`src/rtl/core/omtt_pkg.sv`:
```
// ----------------------------------------------------------------------------
// omtt_pkg: shared types and constants of the OBJ text tokenizer
// Token kinds, character codes, the result record and the byte classifiers.
// ----------------------------------------------------------------------------
package omtt_pkg;

   localparam int OFFSET_W = 24;
   localparam int LINE_W   = 20;

   localparam logic [OFFSET_W-1:0] OFFSET_MAX = {OFFSET_W{1'b1}};
   localparam logic [LINE_W-1:0]   LINE_MAX   = {LINE_W{1'b1}};

   typedef enum logic [3:0] {
      K_END     = 4'd0,
      K_ERROR   = 4'd1,
      K_NEWLINE = 4'd2,
      K_DOT     = 4'd3,
      K_MINUS   = 4'd4,
      K_SLASH   = 4'd5,
      K_NUMBER  = 4'd6,
      K_IDENT   = 4'd7,
      K_F       = 4'd8,
      K_G       = 4'd9,
      K_O       = 4'd10,
      K_S       = 4'd11,
      K_V       = 4'd12,
      K_VT      = 4'd13,
      K_VN      = 4'd14
   } token_kind_type;

   // character codes
   localparam logic [7:0] CH_NUL   = 8'h00;
   localparam logic [7:0] CH_TAB   = 8'h09;
   localparam logic [7:0] CH_LF    = 8'h0A;
   localparam logic [7:0] CH_VT    = 8'h0B;
   localparam logic [7:0] CH_FF    = 8'h0C;
   localparam logic [7:0] CH_CR    = 8'h0D;
   localparam logic [7:0] CH_SPACE = 8'h20;
   localparam logic [7:0] CH_HASH  = 8'h23;
   localparam logic [7:0] CH_MINUS = 8'h2D;
   localparam logic [7:0] CH_DOT   = 8'h2E;
   localparam logic [7:0] CH_SLASH = 8'h2F;
   localparam logic [7:0] CH_0     = 8'h30;
   localparam logic [7:0] CH_9     = 8'h39;
   localparam logic [7:0] CH_UA    = 8'h41;
   localparam logic [7:0] CH_UE    = 8'h45;
   localparam logic [7:0] CH_UZ    = 8'h5A;
   localparam logic [7:0] CH_USCORE = 8'h5F;
   localparam logic [7:0] CH_LA    = 8'h61;
   localparam logic [7:0] CH_LE    = 8'h65;
   localparam logic [7:0] CH_LF_F  = 8'h66;
   localparam logic [7:0] CH_LG    = 8'h67;
   localparam logic [7:0] CH_LN    = 8'h6E;
   localparam logic [7:0] CH_LO    = 8'h6F;
   localparam logic [7:0] CH_LS    = 8'h73;
   localparam logic [7:0] CH_LT    = 8'h74;
   localparam logic [7:0] CH_LV    = 8'h76;
   localparam logic [7:0] CH_LZ    = 8'h7A;

   typedef struct packed {
      token_kind_type        kind;
      logic [OFFSET_W-1:0]   offset;
      logic [OFFSET_W-1:0]   length;
      logic [LINE_W-1:0]     line;
      logic                  last;
   } token_type;

   // up to two tokens produced by one byte, oldest in tok0
   typedef struct packed {
      logic [1:0] count;
      token_type  tok0;
      token_type  tok1;
   } push_type;

   function automatic logic is_numeral(input logic [7:0] c);
      return (c >= CH_0) && (c <= CH_9);
   endfunction

   function automatic logic is_letter(input logic [7:0] c);
      return ((c >= CH_LA) && (c <= CH_LZ)) || ((c >= CH_UA) && (c <= CH_UZ)) ||
             (c == CH_USCORE);
   endfunction

   function automatic logic is_blank(input logic [7:0] c);
      return (c == CH_SPACE) || (c == CH_TAB) || (c == CH_CR) || (c == CH_VT) ||
             (c == CH_FF);
   endfunction

   function automatic token_kind_type ident_kind(input logic [7:0] first,
                                                 input logic [7:0] second,
                                                 input logic [OFFSET_W-1:0] len);
      token_kind_type k;
      k = K_IDENT;
      if (len == OFFSET_W'(1)) begin
         case (first)
            CH_LF_F: k = K_F;
            CH_LG:   k = K_G;
            CH_LO:   k = K_O;
            CH_LS:   k = K_S;
            CH_LV:   k = K_V;
            default: k = K_IDENT;
         endcase
      end else if ((len == OFFSET_W'(2)) && (first == CH_LV)) begin
         if (second == CH_LT) begin
            k = K_VT;
         end else if (second == CH_LN) begin
            k = K_VN;
         end
      end
      return k;
   endfunction

endpackage

```
`src/rtl/core/omtt_if.sv`:
```
// ----------------------------------------------------------------------------
// omtt_req_if / omtt_rsp_if: valid/ready channels of the OBJ text tokenizer
// Text byte channel and token channel.
// ----------------------------------------------------------------------------
interface omtt_req_if;
   logic       valid;
   logic       ready;
   logic [7:0] text_byte;

   modport source (output valid, output text_byte, input ready);
   modport sink   (input valid, input text_byte, output ready);
endinterface

interface omtt_rsp_if;
   logic                          valid;
   logic                          ready;
   logic [3:0]                    token_kind;
   logic [omtt_pkg::OFFSET_W-1:0] token_offset;
   logic [omtt_pkg::OFFSET_W-1:0] token_length;
   logic [omtt_pkg::LINE_W-1:0]   token_line;
   logic                          last_of_run;

   modport source (output valid, output token_kind, output token_offset,
                   output token_length, output token_line, output last_of_run,
                   input ready);
   modport sink   (input valid, input token_kind, input token_offset,
                   input token_length, input token_line, input last_of_run,
                   output ready);
endinterface

```
`src/rtl/core/omtt_lex.sv`:
```
// ----------------------------------------------------------------------------
// omtt_lex: lexer state and per-byte token decision
// Consumes one byte per fire and produces zero, one or two tokens.
// ----------------------------------------------------------------------------
module omtt_lex (
   input  logic              clock,
   input  logic              reset,
   input  logic              fire,
   input  logic [7:0]        text_byte,
   output omtt_pkg::push_type push
);

   typedef enum logic [2:0] {
      M_IDLE,
      M_COMMENT,
      M_IDENT,
      M_NUM_INT,
      M_NUM_FRAC,
      M_NUM_EXP,
      M_NUM_EXPD
   } mode_type;

   mode_type                      mode_ff, mode_in;
   logic [omtt_pkg::OFFSET_W-1:0] offset_ff, offset_in;
   logic [omtt_pkg::OFFSET_W-1:0] begin_ff, begin_in;
   logic [omtt_pkg::LINE_W-1:0]   line_ff, line_in;
   logic [7:0]                    first_ff, first_in;
   logic [7:0]                    second_ff, second_in;

   logic [omtt_pkg::OFFSET_W-1:0] len;
   logic [omtt_pkg::OFFSET_W-1:0] adv;
   logic                          cont;
   logic                          emit_prev;
   logic                          emit_cur;
   omtt_pkg::token_kind_type      prev_kind;
   omtt_pkg::token_kind_type      cur_kind;
   logic [omtt_pkg::OFFSET_W-1:0] cur_len;
   omtt_pkg::token_type           prev_tok;
   omtt_pkg::token_type           cur_tok;

   assign len = (offset_ff >= begin_ff) ? (offset_ff - begin_ff)
                                        : {omtt_pkg::OFFSET_W{1'b0}};
   assign adv = (offset_ff != omtt_pkg::OFFSET_MAX) ? (offset_ff + omtt_pkg::OFFSET_W'(1))
                                                   : offset_ff;

   always_comb begin
      mode_in   = mode_ff;
      offset_in = offset_ff;
      begin_in  = begin_ff;
      line_in   = line_ff;
      first_in  = first_ff;
      second_in = second_ff;
      cont      = 1'b0;
      emit_prev = 1'b0;
      emit_cur  = 1'b0;
      prev_kind = omtt_pkg::K_NUMBER;
      cur_kind  = omtt_pkg::K_ERROR;
      cur_len   = omtt_pkg::OFFSET_W'(1);

      // continue or close the token in progress
      case (mode_ff)
         M_COMMENT: begin
            if ((text_byte != omtt_pkg::CH_NUL) && (text_byte != omtt_pkg::CH_LF)) begin
               cont = 1'b1;
            end
         end
         M_IDENT: begin
            if (omtt_pkg::is_letter(text_byte) || omtt_pkg::is_numeral(text_byte)) begin
               cont = 1'b1;
               if (len == omtt_pkg::OFFSET_W'(1)) begin
                  second_in = text_byte;
               end
            end else begin
               emit_prev = 1'b1;
               prev_kind = omtt_pkg::ident_kind(first_ff, second_ff, len);
            end
         end
         M_NUM_INT: begin
            if (omtt_pkg::is_numeral(text_byte)) begin
               cont = 1'b1;
            end else if (text_byte == omtt_pkg::CH_DOT) begin
               mode_in = M_NUM_FRAC;
               cont    = 1'b1;
            end else if ((text_byte == omtt_pkg::CH_LE) || (text_byte == omtt_pkg::CH_UE)) begin
               mode_in = M_NUM_EXP;
               cont    = 1'b1;
            end else begin
               emit_prev = 1'b1;
            end
         end
         M_NUM_FRAC: begin
            if (omtt_pkg::is_numeral(text_byte)) begin
               cont = 1'b1;
            end else if ((text_byte == omtt_pkg::CH_LE) || (text_byte == omtt_pkg::CH_UE)) begin
               mode_in = M_NUM_EXP;
               cont    = 1'b1;
            end else begin
               emit_prev = 1'b1;
            end
         end
         M_NUM_EXP: begin
            if ((text_byte == omtt_pkg::CH_MINUS) || omtt_pkg::is_numeral(text_byte)) begin
               mode_in = M_NUM_EXPD;
               cont    = 1'b1;
            end else begin
               emit_prev = 1'b1;
            end
         end
         M_NUM_EXPD: begin
            if (omtt_pkg::is_numeral(text_byte)) begin
               cont = 1'b1;
            end else begin
               emit_prev = 1'b1;
            end
         end
         default: begin
         end
      endcase

      if (cont) begin
         offset_in = adv;
      end else begin
         mode_in = M_IDLE;
         if (text_byte == omtt_pkg::CH_NUL) begin
            emit_cur  = 1'b1;
            cur_kind  = omtt_pkg::K_END;
            cur_len   = {omtt_pkg::OFFSET_W{1'b0}};
            offset_in = {omtt_pkg::OFFSET_W{1'b0}};
            begin_in  = {omtt_pkg::OFFSET_W{1'b0}};
            line_in   = {omtt_pkg::LINE_W{1'b0}};
         end else if (omtt_pkg::is_blank(text_byte)) begin
            offset_in = adv;
         end else if (text_byte == omtt_pkg::CH_HASH) begin
            mode_in   = M_COMMENT;
            offset_in = adv;
         end else if (omtt_pkg::is_letter(text_byte)) begin
            mode_in   = M_IDENT;
            begin_in  = offset_ff;
            first_in  = text_byte;
            second_in = 8'h00;
            offset_in = adv;
         end else if (omtt_pkg::is_numeral(text_byte)) begin
            mode_in   = M_NUM_INT;
            begin_in  = offset_ff;
            offset_in = adv;
         end else if (text_byte == omtt_pkg::CH_DOT) begin
            emit_cur  = 1'b1;
            cur_kind  = omtt_pkg::K_DOT;
            offset_in = adv;
         end else if (text_byte == omtt_pkg::CH_MINUS) begin
            emit_cur  = 1'b1;
            cur_kind  = omtt_pkg::K_MINUS;
            offset_in = adv;
         end else if (text_byte == omtt_pkg::CH_SLASH) begin
            emit_cur  = 1'b1;
            cur_kind  = omtt_pkg::K_SLASH;
            offset_in = adv;
         end else if (text_byte == omtt_pkg::CH_LF) begin
            emit_cur  = 1'b1;
            cur_kind  = omtt_pkg::K_NEWLINE;
            offset_in = adv;
            if (line_ff != omtt_pkg::LINE_MAX) begin
               line_in = line_ff + omtt_pkg::LINE_W'(1);
            end
         end else begin
            emit_cur  = 1'b1;
            cur_kind  = omtt_pkg::K_ERROR;
            offset_in = adv;
         end
      end
   end

   always_comb begin
      prev_tok.kind   = prev_kind;
      prev_tok.offset = begin_ff;
      prev_tok.length = len;
      prev_tok.line   = line_ff;
      prev_tok.last   = !emit_cur;
      cur_tok.kind    = cur_kind;
      cur_tok.offset  = offset_ff;
      cur_tok.length  = cur_len;
      cur_tok.line    = line_ff;
      cur_tok.last    = 1'b1;

      push.tok0  = emit_prev ? prev_tok : cur_tok;
      push.tok1  = cur_tok;
      push.count = fire ? (2'(emit_prev) + 2'(emit_cur)) : 2'd0;
   end

   always_ff @(posedge clock) begin
      if (reset) begin
         mode_ff   <= M_IDLE;
         offset_ff <= '0;
         begin_ff  <= '0;
         line_ff   <= '0;
         first_ff  <= '0;
         second_ff <= '0;
      end else if (fire) begin
         mode_ff   <= mode_in;
         offset_ff <= offset_in;
         begin_ff  <= begin_in;
         line_ff   <= line_in;
         first_ff  <= first_in;
         second_ff <= second_in;
      end
   end

endmodule

```
`src/rtl/core/omtt_fifo.sv`:
```
// ----------------------------------------------------------------------------
// omtt_fifo: four-entry token queue
// Takes up to two tokens per cycle, hands out one per cycle in order when popped.
// ----------------------------------------------------------------------------
module omtt_fifo (
   input  logic                clock,
   input  logic                reset,
   input  omtt_pkg::push_type  push,
   input  logic                pop,
   output logic                room,
   output logic                not_empty,
   output omtt_pkg::token_type head
);

   omtt_pkg::token_type entry_ff [4];
   logic [1:0]          wr_ff, wr_in;
   logic [1:0]          rd_ff, rd_in;
   logic [2:0]          count_ff, count_in;
   logic                do_pop;

   assign not_empty = (count_ff != 3'd0);
   assign room      = (count_ff <= 3'd2);
   assign do_pop    = pop && not_empty;
   assign head      = entry_ff[rd_ff];

   always_comb begin
      wr_in    = wr_ff + push.count;
      rd_in    = rd_ff + 2'(do_pop);
      count_in = count_ff + 3'(push.count) - 3'(do_pop);
   end

   always_ff @(posedge clock) begin
      if (push.count != 2'd0) begin
         entry_ff[wr_ff] <= push.tok0;
      end
      if (push.count == 2'd2) begin
         entry_ff[wr_ff + 2'd1] <= push.tok1;
      end
   end

   always_ff @(posedge clock) begin
      if (reset) begin
         wr_ff    <= '0;
         rd_ff    <= '0;
         count_ff <= '0;
      end else begin
         wr_ff    <= wr_in;
         rd_ff    <= rd_in;
         count_ff <= count_in;
      end
   end

endmodule

```
`src/rtl/core/obj_mesh_text_tokenizer.sv`:
```
// ----------------------------------------------------------------------------
// obj_mesh_text_tokenizer: streaming lexer for Wavefront OBJ text
// Flow: an accepted byte waits in the input register until the queue has room,
//   is then lexed, and its tokens are written to the queue and offered from it.
// Throughput: one byte per cycle while the queue has room; a byte that closes a
//   token and emits a second one puts two tokens on the single token port.
// Reset: synchronous, clears the lexer state, the counters and the queue.
// ----------------------------------------------------------------------------
module obj_mesh_text_tokenizer (
   input  logic        clock,
   input  logic        reset,
   omtt_req_if.sink    req_chan,
   omtt_rsp_if.source  rsp_chan
);

   // input register: one byte waiting to be lexed
   logic                in_valid_ff, in_valid_in;
   logic [7:0]          in_byte_ff, in_byte_in;

   logic                fire;
   logic                room;
   logic                not_empty;
   logic                req_take;
   omtt_pkg::push_type  push;
   omtt_pkg::token_type head;

   // lex the held byte once the queue can absorb two tokens
   assign fire     = in_valid_ff && room;
   // take a new byte whenever the input register is free or drains this cycle
   assign req_take = req_chan.valid && req_chan.ready;
   assign req_chan.ready = !in_valid_ff || fire;

   always_comb begin
      in_valid_in = in_valid_ff;
      in_byte_in  = in_byte_ff;
      if (fire) begin
         in_valid_in = 1'b0;
      end
      if (req_take) begin
         in_valid_in = 1'b1;
         in_byte_in  = req_chan.text_byte;
      end
   end

   always_ff @(posedge clock) begin
      if (reset) begin
         in_valid_ff <= 1'b0;
      end else begin
         in_valid_ff <= in_valid_in;
      end
   end

   // payload register: no reset
   always_ff @(posedge clock) begin
      in_byte_ff <= in_byte_in;
   end

   omtt_lex u_lex (
      .clock     (clock),
      .reset     (reset),
      .fire      (fire),
      .text_byte (in_byte_ff),
      .push      (push)
   );

   // queue parts the lexer from a stalled token consumer
   omtt_fifo u_fifo (
      .clock     (clock),
      .reset     (reset),
      .push      (push),
      .pop       (rsp_chan.ready),
      .room      (room),
      .not_empty (not_empty),
      .head      (head)
   );

   // drive the token transaction from the queue head
   assign rsp_chan.valid        = not_empty;
   assign rsp_chan.token_kind   = head.kind;
   assign rsp_chan.token_offset = head.offset;
   assign rsp_chan.token_length = head.length;
   assign rsp_chan.token_line   = head.line;
   assign rsp_chan.last_of_run  = head.last;

endmodule

```
`src/flat_wrapper.sv`:
```
// flat-port wrapper written by rule: the top's interface ports become plain ports
module obj_mesh_text_tokenizer_flat 
  (clock, reset, req_chan_valid, req_chan_text_byte, req_chan_ready, rsp_chan_valid, rsp_chan_token_kind, rsp_chan_token_offset, rsp_chan_token_length, rsp_chan_token_line, rsp_chan_last_of_run, rsp_chan_ready);
  omtt_req_if req_chan_i ();
  omtt_rsp_if rsp_chan_i ();
  input  logic clock;
  input  logic reset;
  input wire logic [$bits(req_chan_i.valid)-1:0] req_chan_valid;
  input wire logic [$bits(req_chan_i.text_byte)-1:0] req_chan_text_byte;
  output wire logic [$bits(req_chan_i.ready)-1:0] req_chan_ready;
  output wire logic [$bits(rsp_chan_i.valid)-1:0] rsp_chan_valid;
  output wire logic [$bits(rsp_chan_i.token_kind)-1:0] rsp_chan_token_kind;
  output wire logic [$bits(rsp_chan_i.token_offset)-1:0] rsp_chan_token_offset;
  output wire logic [$bits(rsp_chan_i.token_length)-1:0] rsp_chan_token_length;
  output wire logic [$bits(rsp_chan_i.token_line)-1:0] rsp_chan_token_line;
  output wire logic [$bits(rsp_chan_i.last_of_run)-1:0] rsp_chan_last_of_run;
  input wire logic [$bits(rsp_chan_i.ready)-1:0] rsp_chan_ready;
  assign req_chan_i.valid = req_chan_valid;
  assign req_chan_i.text_byte = req_chan_text_byte;
  assign req_chan_ready = req_chan_i.ready;
  assign rsp_chan_valid = rsp_chan_i.valid;
  assign rsp_chan_token_kind = rsp_chan_i.token_kind;
  assign rsp_chan_token_offset = rsp_chan_i.token_offset;
  assign rsp_chan_token_length = rsp_chan_i.token_length;
  assign rsp_chan_token_line = rsp_chan_i.token_line;
  assign rsp_chan_last_of_run = rsp_chan_i.last_of_run;
  assign rsp_chan_i.ready = rsp_chan_ready;
  obj_mesh_text_tokenizer u_core (.clock(clock), .reset(reset), .req_chan(req_chan_i), .rsp_chan(rsp_chan_i));
endmodule
```
`config.mk`:
```
export PLATFORM = sky130hd
export DESIGN_NAME = obj_mesh_text_tokenizer_flat
export DESIGN_NICKNAME = d
export VERILOG_FILES = /design/src/rtl/core/omtt_pkg.sv /design/src/rtl/core/omtt_if.sv /design/src/rtl/core/omtt_lex.sv /design/src/rtl/core/omtt_fifo.sv /design/src/rtl/core/obj_mesh_text_tokenizer.sv /design/src/flat_wrapper.sv
export SDC_FILE = /design/constraint.sdc
export NUM_CORES = 1
export LEC_CHECK = 0
export ABC_AREA = 1
export BUFFER_PORTS_ARGS = -buffer_cell sky130_fd_sc_hd__buf_4
export CAP_MARGIN = 10
export CELL_PAD_IN_SITES_DETAIL_PLACEMENT = 1
export CELL_PAD_IN_SITES_GLOBAL_PLACEMENT = 2
export CORE_UTILIZATION = 30
export DETAILED_ROUTE_END_ITERATION = 8
export PLACE_DENSITY_LB_ADDON = 0.12
export SYNTH_ARGS = -nofsm -noshare
export SYNTH_HDL_FRONTEND = slang
export SYNTH_HIERARCHICAL = 1
export SYNTH_SLANG_ARGS = --single-unit
export TNS_END_PERCENT = 1
```
`constraint.sdc`:
```
create_clock -name clock -period 9.2 [get_ports clock]
set_input_delay 1.84 -clock clock [delete_from_list [all_inputs] [get_ports clock]]
set_output_delay 1.84 -clock clock [all_outputs]
set_load 0.005 [all_outputs]
```
======== Yosys cells after proc, flatten, opt, wreduce, memory -nomap -nowiden ========
Memory sizes are Yosys's and may differ from the RTL's. A register that Yosys moved wholly into a read port is not among the register bits.
Cells that the tools add are included.
Widths: inputs -> output; s select.
operators by class
  add/sub/neg operators ................... 9
  order comparisons ....................... 8
  equality and inequality tests ........... 43
  muxes and demuxes ....................... 89
  bitwise logic cells ..................... 4
  reductions and logical operators ........ 32
operators by type and width
  operator               count
  $mux 24                9
  $mux 20                10
  $eq 8x7->1 const B     10
  $mux 73                1
  $mux 8                 8
  $mux 3                 15
  $eq 8x4->1 const B     5
  $eq 8x6->1 const B     5
  $mux 1                 28
  $add 24x1->24 const B  1
  $eq 24x1->1 const B    1
  $eq 24x2->1 const B    1
  $ge 24x24->1           1
  $mux 4                 6
  $ne 24x24->1 const B   1
  $sub 24x24->24         1
  $add 20x1->20 const B  1
  $ne 20x20->1 const B   1
  $pmux 4 s5             1
  $ge 8x7->1 const B     2
  $le 8x7->1 const B     2
  $mux 2                 8
  $ne 2x2->1 const B     7
  $reduce_and 11->1      1
  other kinds (29)       59
storage, ports and cells
  flip-flop bits (word level) ............. 103
  RAM bits ................................ 292
  input bits .............................. 12
  memories kept ........................... 1
memories
  memory                  depth  bits a word  rd ports  clocked after Yosys merged registers in  wr ports  RTL line         source
  u_core.u_fifo.entry_ff  4      73           1         1                                        2         omtt_fifo.sv:15  omtt_pkg::token_type entry_ff [4];

======== Logic depth before layout (Yosys ltp) ========
Gate-level depths: netlist of run 1.
  word-level depth ........................ 14
  mapped depth ............................ 26
  gate-level depth less buffers ........... 26

======== By module ========
The synthesis of run 1 kept the hierarchy.
modules (own cells, without submodules)
  module                   instances  cells an instance  area each (sq um)  seq. area each (sq um)
  omtt_fifo                1          1,493              14,973.1           8,908.5
  omtt_lex                 1          1,231              7,410.9            1,741.7
  obj_mesh_text_tokenizer  1          16                 295.3              260.2

======== Least setup slack after synthesis of run 1 ========
No wires, ideal clock.
  kind .................................... register -> register
  start point ............................. reg u_core.in_byte_ff[3]
  end point ............................... mem u_core/u_fifo/entry_ff[3][0] (netlist name), enable pin
  arrival ................................. 7.720 ns
  required time ........................... 8.588 ns
  path slack .............................. 0.868 ns
  cell stages (with the launch flop) ...... 17
  period minus slack after synthesis ...... 8.332 ns
  cell sequence ........................... edfxtp_1 -> nand2_1 -> clkinv_1 -> o21ai_1 -> o21ai_1 -> a21oi_1 -> nor2_4 -> inv_1 -> nor2_1 -> inv_1 -> nand3_1 -> clkbuf_1 -> ha_1 -> nand2_1 -> inv_1 -> nor2_1 -> o31ai_1
RTL lines
  item                      RTL line                       source
  start: declaration        obj_mesh_text_tokenizer.sv:18  logic [7:0] in_byte_ff, in_byte_in;
  start signal: assignment  obj_mesh_text_tokenizer.sv:55  in_byte_ff <= in_byte_in;
  end: declaration          omtt_fifo.sv:15

==> results of run 1 <==
-- area by class of cell --
type	instances	area (um^2)
timing repair buffer	108	810.8
clock buffer	66	1330
clock inverter	23	201.4
multi-input combinational	1880	9435
tap	969	1212
fill	8854	49520
inverter	303	1144
sequential	395	10920
-- worst paths after layout --
kind,startpoint,endpoint,slack [ns]
min,u_core/u_lex/first_ff[7]$_SDFFE_PP0P_,u_core/u_lex/first_ff[7]$_SDFFE_PP0P_,0.44
min reg2reg,u_core/u_lex/first_ff[7]$_SDFFE_PP0P_,u_core/u_lex/first_ff[7]$_SDFFE_PP0P_,0.44
max reg2reg,u_core/in_byte_ff[3]$_DFFE_PP_,u_core/u_fifo/entry_ff[3][38]$_DFFE_PP_,3.76
max,u_core/in_byte_ff[3]$_DFFE_PP_,u_core/u_fifo/entry_ff[3][38]$_DFFE_PP_,3.76
-- where the power goes --
part | internal (uW) | switching (uW)
logic | 489 | 1080
clock network | 1070 | 775
registers | 2050 | 60.6
-- critical path, stage by stage, from the launching register on --
cell and delay [ns]:
edfxtp_1 0.47, nor2_1 0.25, nand2_2 0.14, nor2_8 0.26, inv_4 0.24, nand3_2 0.12
nand2_2 0.07, nor3_4 0.40, inv_1 0.17, nor3_1 0.22, ha_1 0.22, nand2_1 0.06
inv_1 0.14, inv_2 0.07, nor2_4 0.26, nand2_4 0.51, o31ai_4 0.18, buf_4 0.67
buf_4 0.53
-- cell usage in the layout, fill, tap and decap left out, types with 3 or more instances in the layout --
| cell | synthesis | routed |
|---|---|---|
| a31oi_1 | 4 | 4 |
| nand3_1 | 73 | 73 |
| xor2_1 | 27 | 27 |
| dfxtp_1 | 95 | 93 |
| edfxtp_1 | 300 | 300 |
| clkbuf_8 | 1 | 4 |
| nor2_1 | 280 | 280 |
| clkbuf_1 | 46 | 13 |
| nor4_1 | 5 | 5 |
| buf_4 | 57 | 108 |
| o21ai_1 | 109 | 109 |
| a211oi_1 | 9 | 9 |
| nor2_2 | 4 | 4 |
| nand3b_1 | 6 | 6 |
| xnor2_1 | 4 | 4 |
| clkbuf_16 | 0 | 49 |
| a211oi_2 | 19 | 19 |
| clkinv_1 | 2 | 10 |
| a21oi_1 | 83 | 83 |
| o21ai_0 | 305 | 305 |
| inv_1 | 293 | 292 |
| o22ai_1 | 75 | 75 |
| nand2_4 | 0 | 5 |
| clkinv_2 | 0 | 9 |
| ha_1 | 30 | 30 |
| o21ai_2 | 77 | 77 |
| nand2_1 | 643 | 640 |
| nand4_1 | 32 | 32 |
| nor3_1 | 33 | 33 |
| nand2_2 | 7 | 4 |
| inv_2 | 7 | 6 |
| conb_1 | 2 | 25 |
| nor2_4 | 6 | 6 |
| o21bai_1 | 3 | 3 |
-- state kept, by name (all words and copies together), names as in the netlist, 8 cells and up --
signal / flops
u_core/u_lex/line_ff: 20
u_core/in_byte_ff: 8
u_core/u_lex/begin_ff: 24
u_core/u_lex/first_ff: 8
u_core/u_lex/offset_ff: 24
u_core/u_lex/second_ff: 8
u_core/u_fifo/entry_ff: 292
-- cells by family (layout without fill, tap and decap cells) --
logic type / after synthesis / in the layout
xor+xnor: 31 / 31
buf+inv: 488 / 500
flops: 395 / 395
other cells: 2 / 25
simple gates: 1099 / 1099
fa+ha+maj: 32 / 32
compound gates: 693 / 693
-- layer usage --
metal  part of all wire (%)  vias up
li1                       -     9140
met1                     48     9198
met2                     47      226
met3                    3.1       77
met4                    1.9        2
met5                  0.017        -
-- per-stage QoR --
stage | worst slack, ns | power, uW | cells | utilization [%] | instance area [um^2]
6_report | 3.758 | 5525 | 3744 | 33.59 | 25050
5_1_grt | 3.245 | 5832 | 3744 | 33.59 | 25050
4_1_cts | 3.570 | 5623 | 3744 | 33.59 | 25050
3_5_place_dp | 3.687 | 3755 | 3655 | 31.54 | 23520
3_3_place_gp | 3.813 | 3729 | 3655 | 31.54 | 23520
2_1_floorplan | 0.8679 | 3040 | 2763 | - | 22770
==> out/qor.yml, run 1 <==
drt:
  vias_per_cell: 4.979
  wl_per_cell_um: 19.99
  drcViolationCount: 0
  wl_um: 74850
  drt_iter0_markers: 957
  ant_nets: 0
  vias: 18640
  firstDrtPassIters: 5
sta:
  setup_viol: 0
  period_share_pct: 59.15
  tightest_slew_ns: 1.162
  slew_violations: 0
  fin_crit_ns: 5.442
  fmax_ghz: 0.1838
  finClkSkew_ns: 0.03700
  rsz0062_at_grt: "no"
  timing.setup.tns_ns: 0
  hold_viol: 0
  whs_ns: 0.4438
  max_slew_margin_pct: 22.54
clocking:
  cts_tree: "done"
  cts_num_sinks: 395
  cts_setup_buffers: 0
  postCtsHoldBufs: 0
  cts-htree-levels: 2
  cts_buffer_depth: 3
  cts_root_buf: "clkbuf_16"
  clkTransAtPathRegs_ns: 0.06
  numCtsBuffers: 48
  clkLatencyLatePin_ns: 0.60
  post_cts_resized: 0
placement:
  port-buffer-count: 86
  gp_congestion: 0.8139
  dp_hpwl_um: 50350
worst_hold_path:
  hp-class: "flip-flop to flip-flop"
  worstHoldPathCells: 2
finish:
  drive_gt1_share_pct: 11.28
  syn_to_final_growth_pct: 10.45
  nets: 2780
  antennaDiodeCount: 0
yosys:
  ys_seq_area_share_pct: 48.11
  synth_area_leaders: "edfxtp_1 40%, nand2_1 11%, dfxtp_1 8.4%, o21ai_0 6.7%, inv_1 4.8%"
  yosysMostFrequentCell: "nand2_1"
  syn_area_um2: 22680
  synth_fa_ha_area_share_pct: 1.832
  async_flop_share_pct: 0
  synth_cells: 2740
  synth_edf_count: 300
  yosysTopAreaCellShare_pct: 39.72
  synth_seq_cells: 395
  syn_area_per_cell_um2: 8.277
  synth_compound_area_share_pct: 17.91
  yosysWarnings: 6
  synth_xor_xnor_area_share_pct: 1.197
  yosys.area_share.simple_pct: 19.92
  synth_cell_type_count: 50
  synth_common_cells: "643 x nand2_1, 305 x o21ai_0, 300 x edfxtp_1"
  synth_top_family_by_area: "simple AND/OR/NAND/NOR gates"
  synthFlopType: "edfxtp_1"
  muxShareOfSynthArea_pct: 0
  synth_top_area_cell: "edfxtp_1"
global_route:
  antenna_found_initial: 1
  grt_use_met3_pct: 2.447
  met1_usage_pct: 26.40
  grt_pass1_vias: 19370
  grt_start_max_net_pins: 88
  top_usage_layer: "met2"
  grt.total_usage_pct: 19.49
  gr-total-overflow: 0
  grt_util_met2_pct: 32.97
  grt_pass1_wl_um: 115700
floorplanning:
  num_io_pins: 87
  initial_core_util_pct: 30.41
  dieArea_um2: 76700
  row_count: 100
  die_x_um: 277.0
  core_area_um2: 74570
  die_y_um: 277.0
setup_path:
  r2r_cells: 18
  worstSetupEndpointType: "flip-flop"
  critPathLaunchType: "flip-flop"
  critPathKind: "flip-flop to flip-flop"
  worstPathMaxFanout: 72
  crit_required_ns: 9.43
  arrival_ns: 5.67
pwr:
  total_leakage_power_uw: 0.009023
  ir_drop_mv: 0.1114
  p_per_area_nw_per_um2: 220.6
job:
  drv_cap: 0
run_status:
  status: "completed"
(Power assumes the default switching activity.)
==> run 2, diff against run 1 <==
clock period = 5.5 ns   (was 9.2 ns; I/O delays follow)
==> run 2 against run 1 <==
Compared with the run above:
- fmax increased by 17%
- critical path depth decreased by 2
- setup slack got worse by 2.9 ns
- highest routed layer is now met4
==> out/qor.yml, run 2 (synthesized netlist as in run 1, its figures left out) <==
clocking:
  clkLatencyLatePin_ns: 0.61  # was 0.60 ns
  clkTransAtPathRegs_ns: 0.06  # about the same
  postCtsHoldBufs: 0  # unchanged
  cts_tree: "done"  # unchanged
  cts_buffer_depth: 3  # unchanged
  cts_num_sinks: 395  # unchanged
  numCtsBuffers: 49  # was 48
  cts-htree-levels: 2  # unchanged
  cts_setup_buffers: 0  # unchanged
  cts_root_buf: "clkbuf_16"  # unchanged
  post_cts_resized: 0  # unchanged
finish:
  layout_common_cells: "640 x nand2_1, 305 x o21ai_0, 300 x edfxtp_1"  # unchanged
  syn_to_final_growth_pct: 11.59  # was 10.45%
  num-fill-cells: 8835  # was 8,854
  largest-register: "u_core/u_fifo/entry_ff"  # unchanged
  drive_gt1_share_pct: 11.79  # was 11.28%
  regArea_um2: 10920  # unchanged
  multi_input_area_um2: 9435  # unchanged
  nets: 2795  # was 2,780
  largest_reg_flops: 292  # unchanged
  top_regs: "u_core/u_fifo/entry_ff: 292 flops, u_core/u_lex/begin_ff: 24 flops, u_core/u_lex/offset_ff: 24 flops"  # unchanged
  fin_area_um2: 25310  # was 25,050 um^2
  final_common_cell: "nand2_1"  # unchanged
  antennaDiodeCount: 0  # unchanged
  stdcell_count: 3759  # was 3,744
placement:
  gp_congestion: 0.8132  # was 0.8139
  place_inst: 3669  # was 3,655
  dpl_cell_area_um2: 23720  # was 23,520 um^2
  pre_cts_ws_ns: 0.7757  # was 3.687 ns
  port-buffer-count: 86  # unchanged
  dp_hpwl_um: 50420  # was 50,350 um
floorplanning:
  die_x_um: 277.0  # unchanged
  die_y_um: 277.0  # unchanged
  core_area_um2: 74570  # unchanged
  dieArea_um2: 76700  # unchanged
  row_count: 100  # unchanged
  initial_core_util_pct: 30.41  # unchanged
  num_io_pins: 87  # unchanged
global_route:
  met1_usage_pct: 27.11  # was 26.40%
  grt.total_usage_pct: 19.60  # was 19.49%
  grt_pass1_wl_um: 116500  # was 115,700 um
  gr-total-overflow: 0  # unchanged
  top_usage_layer: "met2"  # unchanged
  grt_start_max_net_pins: 150  # was 88
  antenna_found_initial: 0  # was 1
  grt_util_met2_pct: 32.60  # was 32.97%
  grt_pass1_vias: 19410  # was 19,370
  grt_use_met3_pct: 2.371  # was 2.447%
sta:
  fin_ws_ns: 0.8289  # was 3.758 ns
  timing.setup.tns_ns: 0  # unchanged
  finClkSkew_ns: 0.05683  # was 0.03700 ns
  max_slew_margin_pct: 21.90  # was 22.54%
  period_share_pct: 84.93  # was 59.15%
  setup_viol: 0  # unchanged
  slew_violations: 0  # unchanged
  tightest_slew_ns: 1.172  # was 1.162 ns
  fin_crit_ns: 4.671  # was 5.442 ns
  rsz0062_at_grt: "no"  # unchanged
  hold_viol: 0  # unchanged
  fmax_ghz: 0.2141  # was 0.1838 GHz
drt:
  drt_iter0_markers: 907  # was 957
  vias_per_cell: 4.958  # was 4.979
  drcViolationCount: 0  # unchanged
  wl_um: 75090  # was 74,850 um
  wl_per_cell_um: 19.98  # was 19.99 um
  ant_nets: 0  # unchanged
  firstDrtPassIters: 5  # unchanged
  vias: 18640  # about the same
setup_path:
  r2r_start: "u_core/in_byte_ff[3]$_DFFE_PP_"  # unchanged
  worstPathMaxFanout: 34  # was 72
  timing.rr.end: "u_core/u_fifo/entry_ff[0][42]$_DFFE_PP_"  # was u_core/u_fifo/entry_ff[3][38]$_DFFE_PP_
  critPathLaunchType: "flip-flop"  # unchanged
  critPathKind: "flip-flop to flip-flop"  # unchanged
  arrival_ns: 4.93  # was 5.67 ns
  crit_end: "u_core/u_fifo/entry_ff[0][42]$_DFFE_PP_"  # was u_core/u_fifo/entry_ff[3][38]$_DFFE_PP_
  r2r_cells: 16  # was 18
  crit_required_ns: 5.76  # was 9.43 ns
  ff2ff_setup_slack_ns: 0.83  # was 3.76 ns
  worstSetupEndpointType: "flip-flop"  # unchanged
  crit_start: "u_core/in_byte_ff[3]$_DFFE_PP_"  # unchanged
pwr:
  ir_drop_mv: 0.2217  # was 0.1114 mV
  p_per_area_nw_per_um2: 367.3  # was 220.6 nW/um^2
  total_leakage_power_uw: 0.009149  # was 0.009023 uW
worst_hold_path:
  hp-class: "flip-flop to flip-flop"  # unchanged
  hold_start: "u_core/u_lex/first_ff[7]$_SDFFE_PP0P_"  # unchanged
run_status:
  status: "completed"  # unchanged
job:
  drv_cap: 0  # unchanged
run 2: metal layers:
layer | vias to the layer above | routed length (um) | part of all wire [%]
met4 | 0 | 1317 | 1.8
li1 | 9170 | - | -
met2 | 250 | 34850 | 46
met1 | 9143 | 36550 | 49
met3 | 76 | 2373 | 3.2
met5 | - | 0 | 0
run 2: worst min path at each step:
stage / cells after the start / end / slack [ns]
final: 2 / u_core/u_lex/first_ff[7]$_SDFFE_PP0P_ / 0.44
after global routing: 2 / u_core/u_lex/first_ff[7]$_SDFFE_PP0P_ / 0.46
after detailed placement: 2 / u_core/u_lex/first_ff[7]$_SDFFE_PP0P_ / 0.43
after CTS: 2 / u_core/u_lex/first_ff[7]$_SDFFE_PP0P_ / 0.44
after global placement: 2 / u_core/u_lex/first_ff[7]$_SDFFE_PP0P_ / 0.43
after floorplan: 2 / u_core/u_lex/first_ff[7]$_SDFFE_PP0P_ / 0.42
run 2: where the power goes:
part	switching, uW	internal, uW	total [uW]
Sequential	79.2	3420	3500
Combinational	1750	843	2590
Clock	1350	1850	3200
Total	3180	6120	9300
run 2: area by class of cell:
class	instances	share of cell area, %
flip-flops and latches	395	43.13
multi-input cells	1880	37.28
clock buffers	60	5.048
well taps	969	4.791
inverters	303	4.524
repair buffers	122	4.014
clock inverters	30	1.211
run 2: per-stage QoR:
stage	total power (uW)	hold slack (ns)	util (%)
global route	9809	0.4562	33.94
global placement	6171	0.4306	31.81
CTS	9461	0.4430	33.94
detailed placement	6209	0.4321	31.81
floorplan	5087	0.4184	-
finish	9296	0.4398	33.94
run 2: worst max-delay path, stage by stage (launching register included):
cell,delay (ns)
edfxtp_1,0.47
nor2_1,0.24
nand2_2,0.13
nor2_8,0.28
inv_4,0.25
nand3_2,0.13
nand2_2,0.07
nor3_4,0.41
inv_1,0.15
nor3_1,0.25
ha_1,0.29
nand2_1,0.07
inv_1,0.11
nor2_4,0.31
nand3_4,0.33
nand2_4,0.49
buf_12,0.28
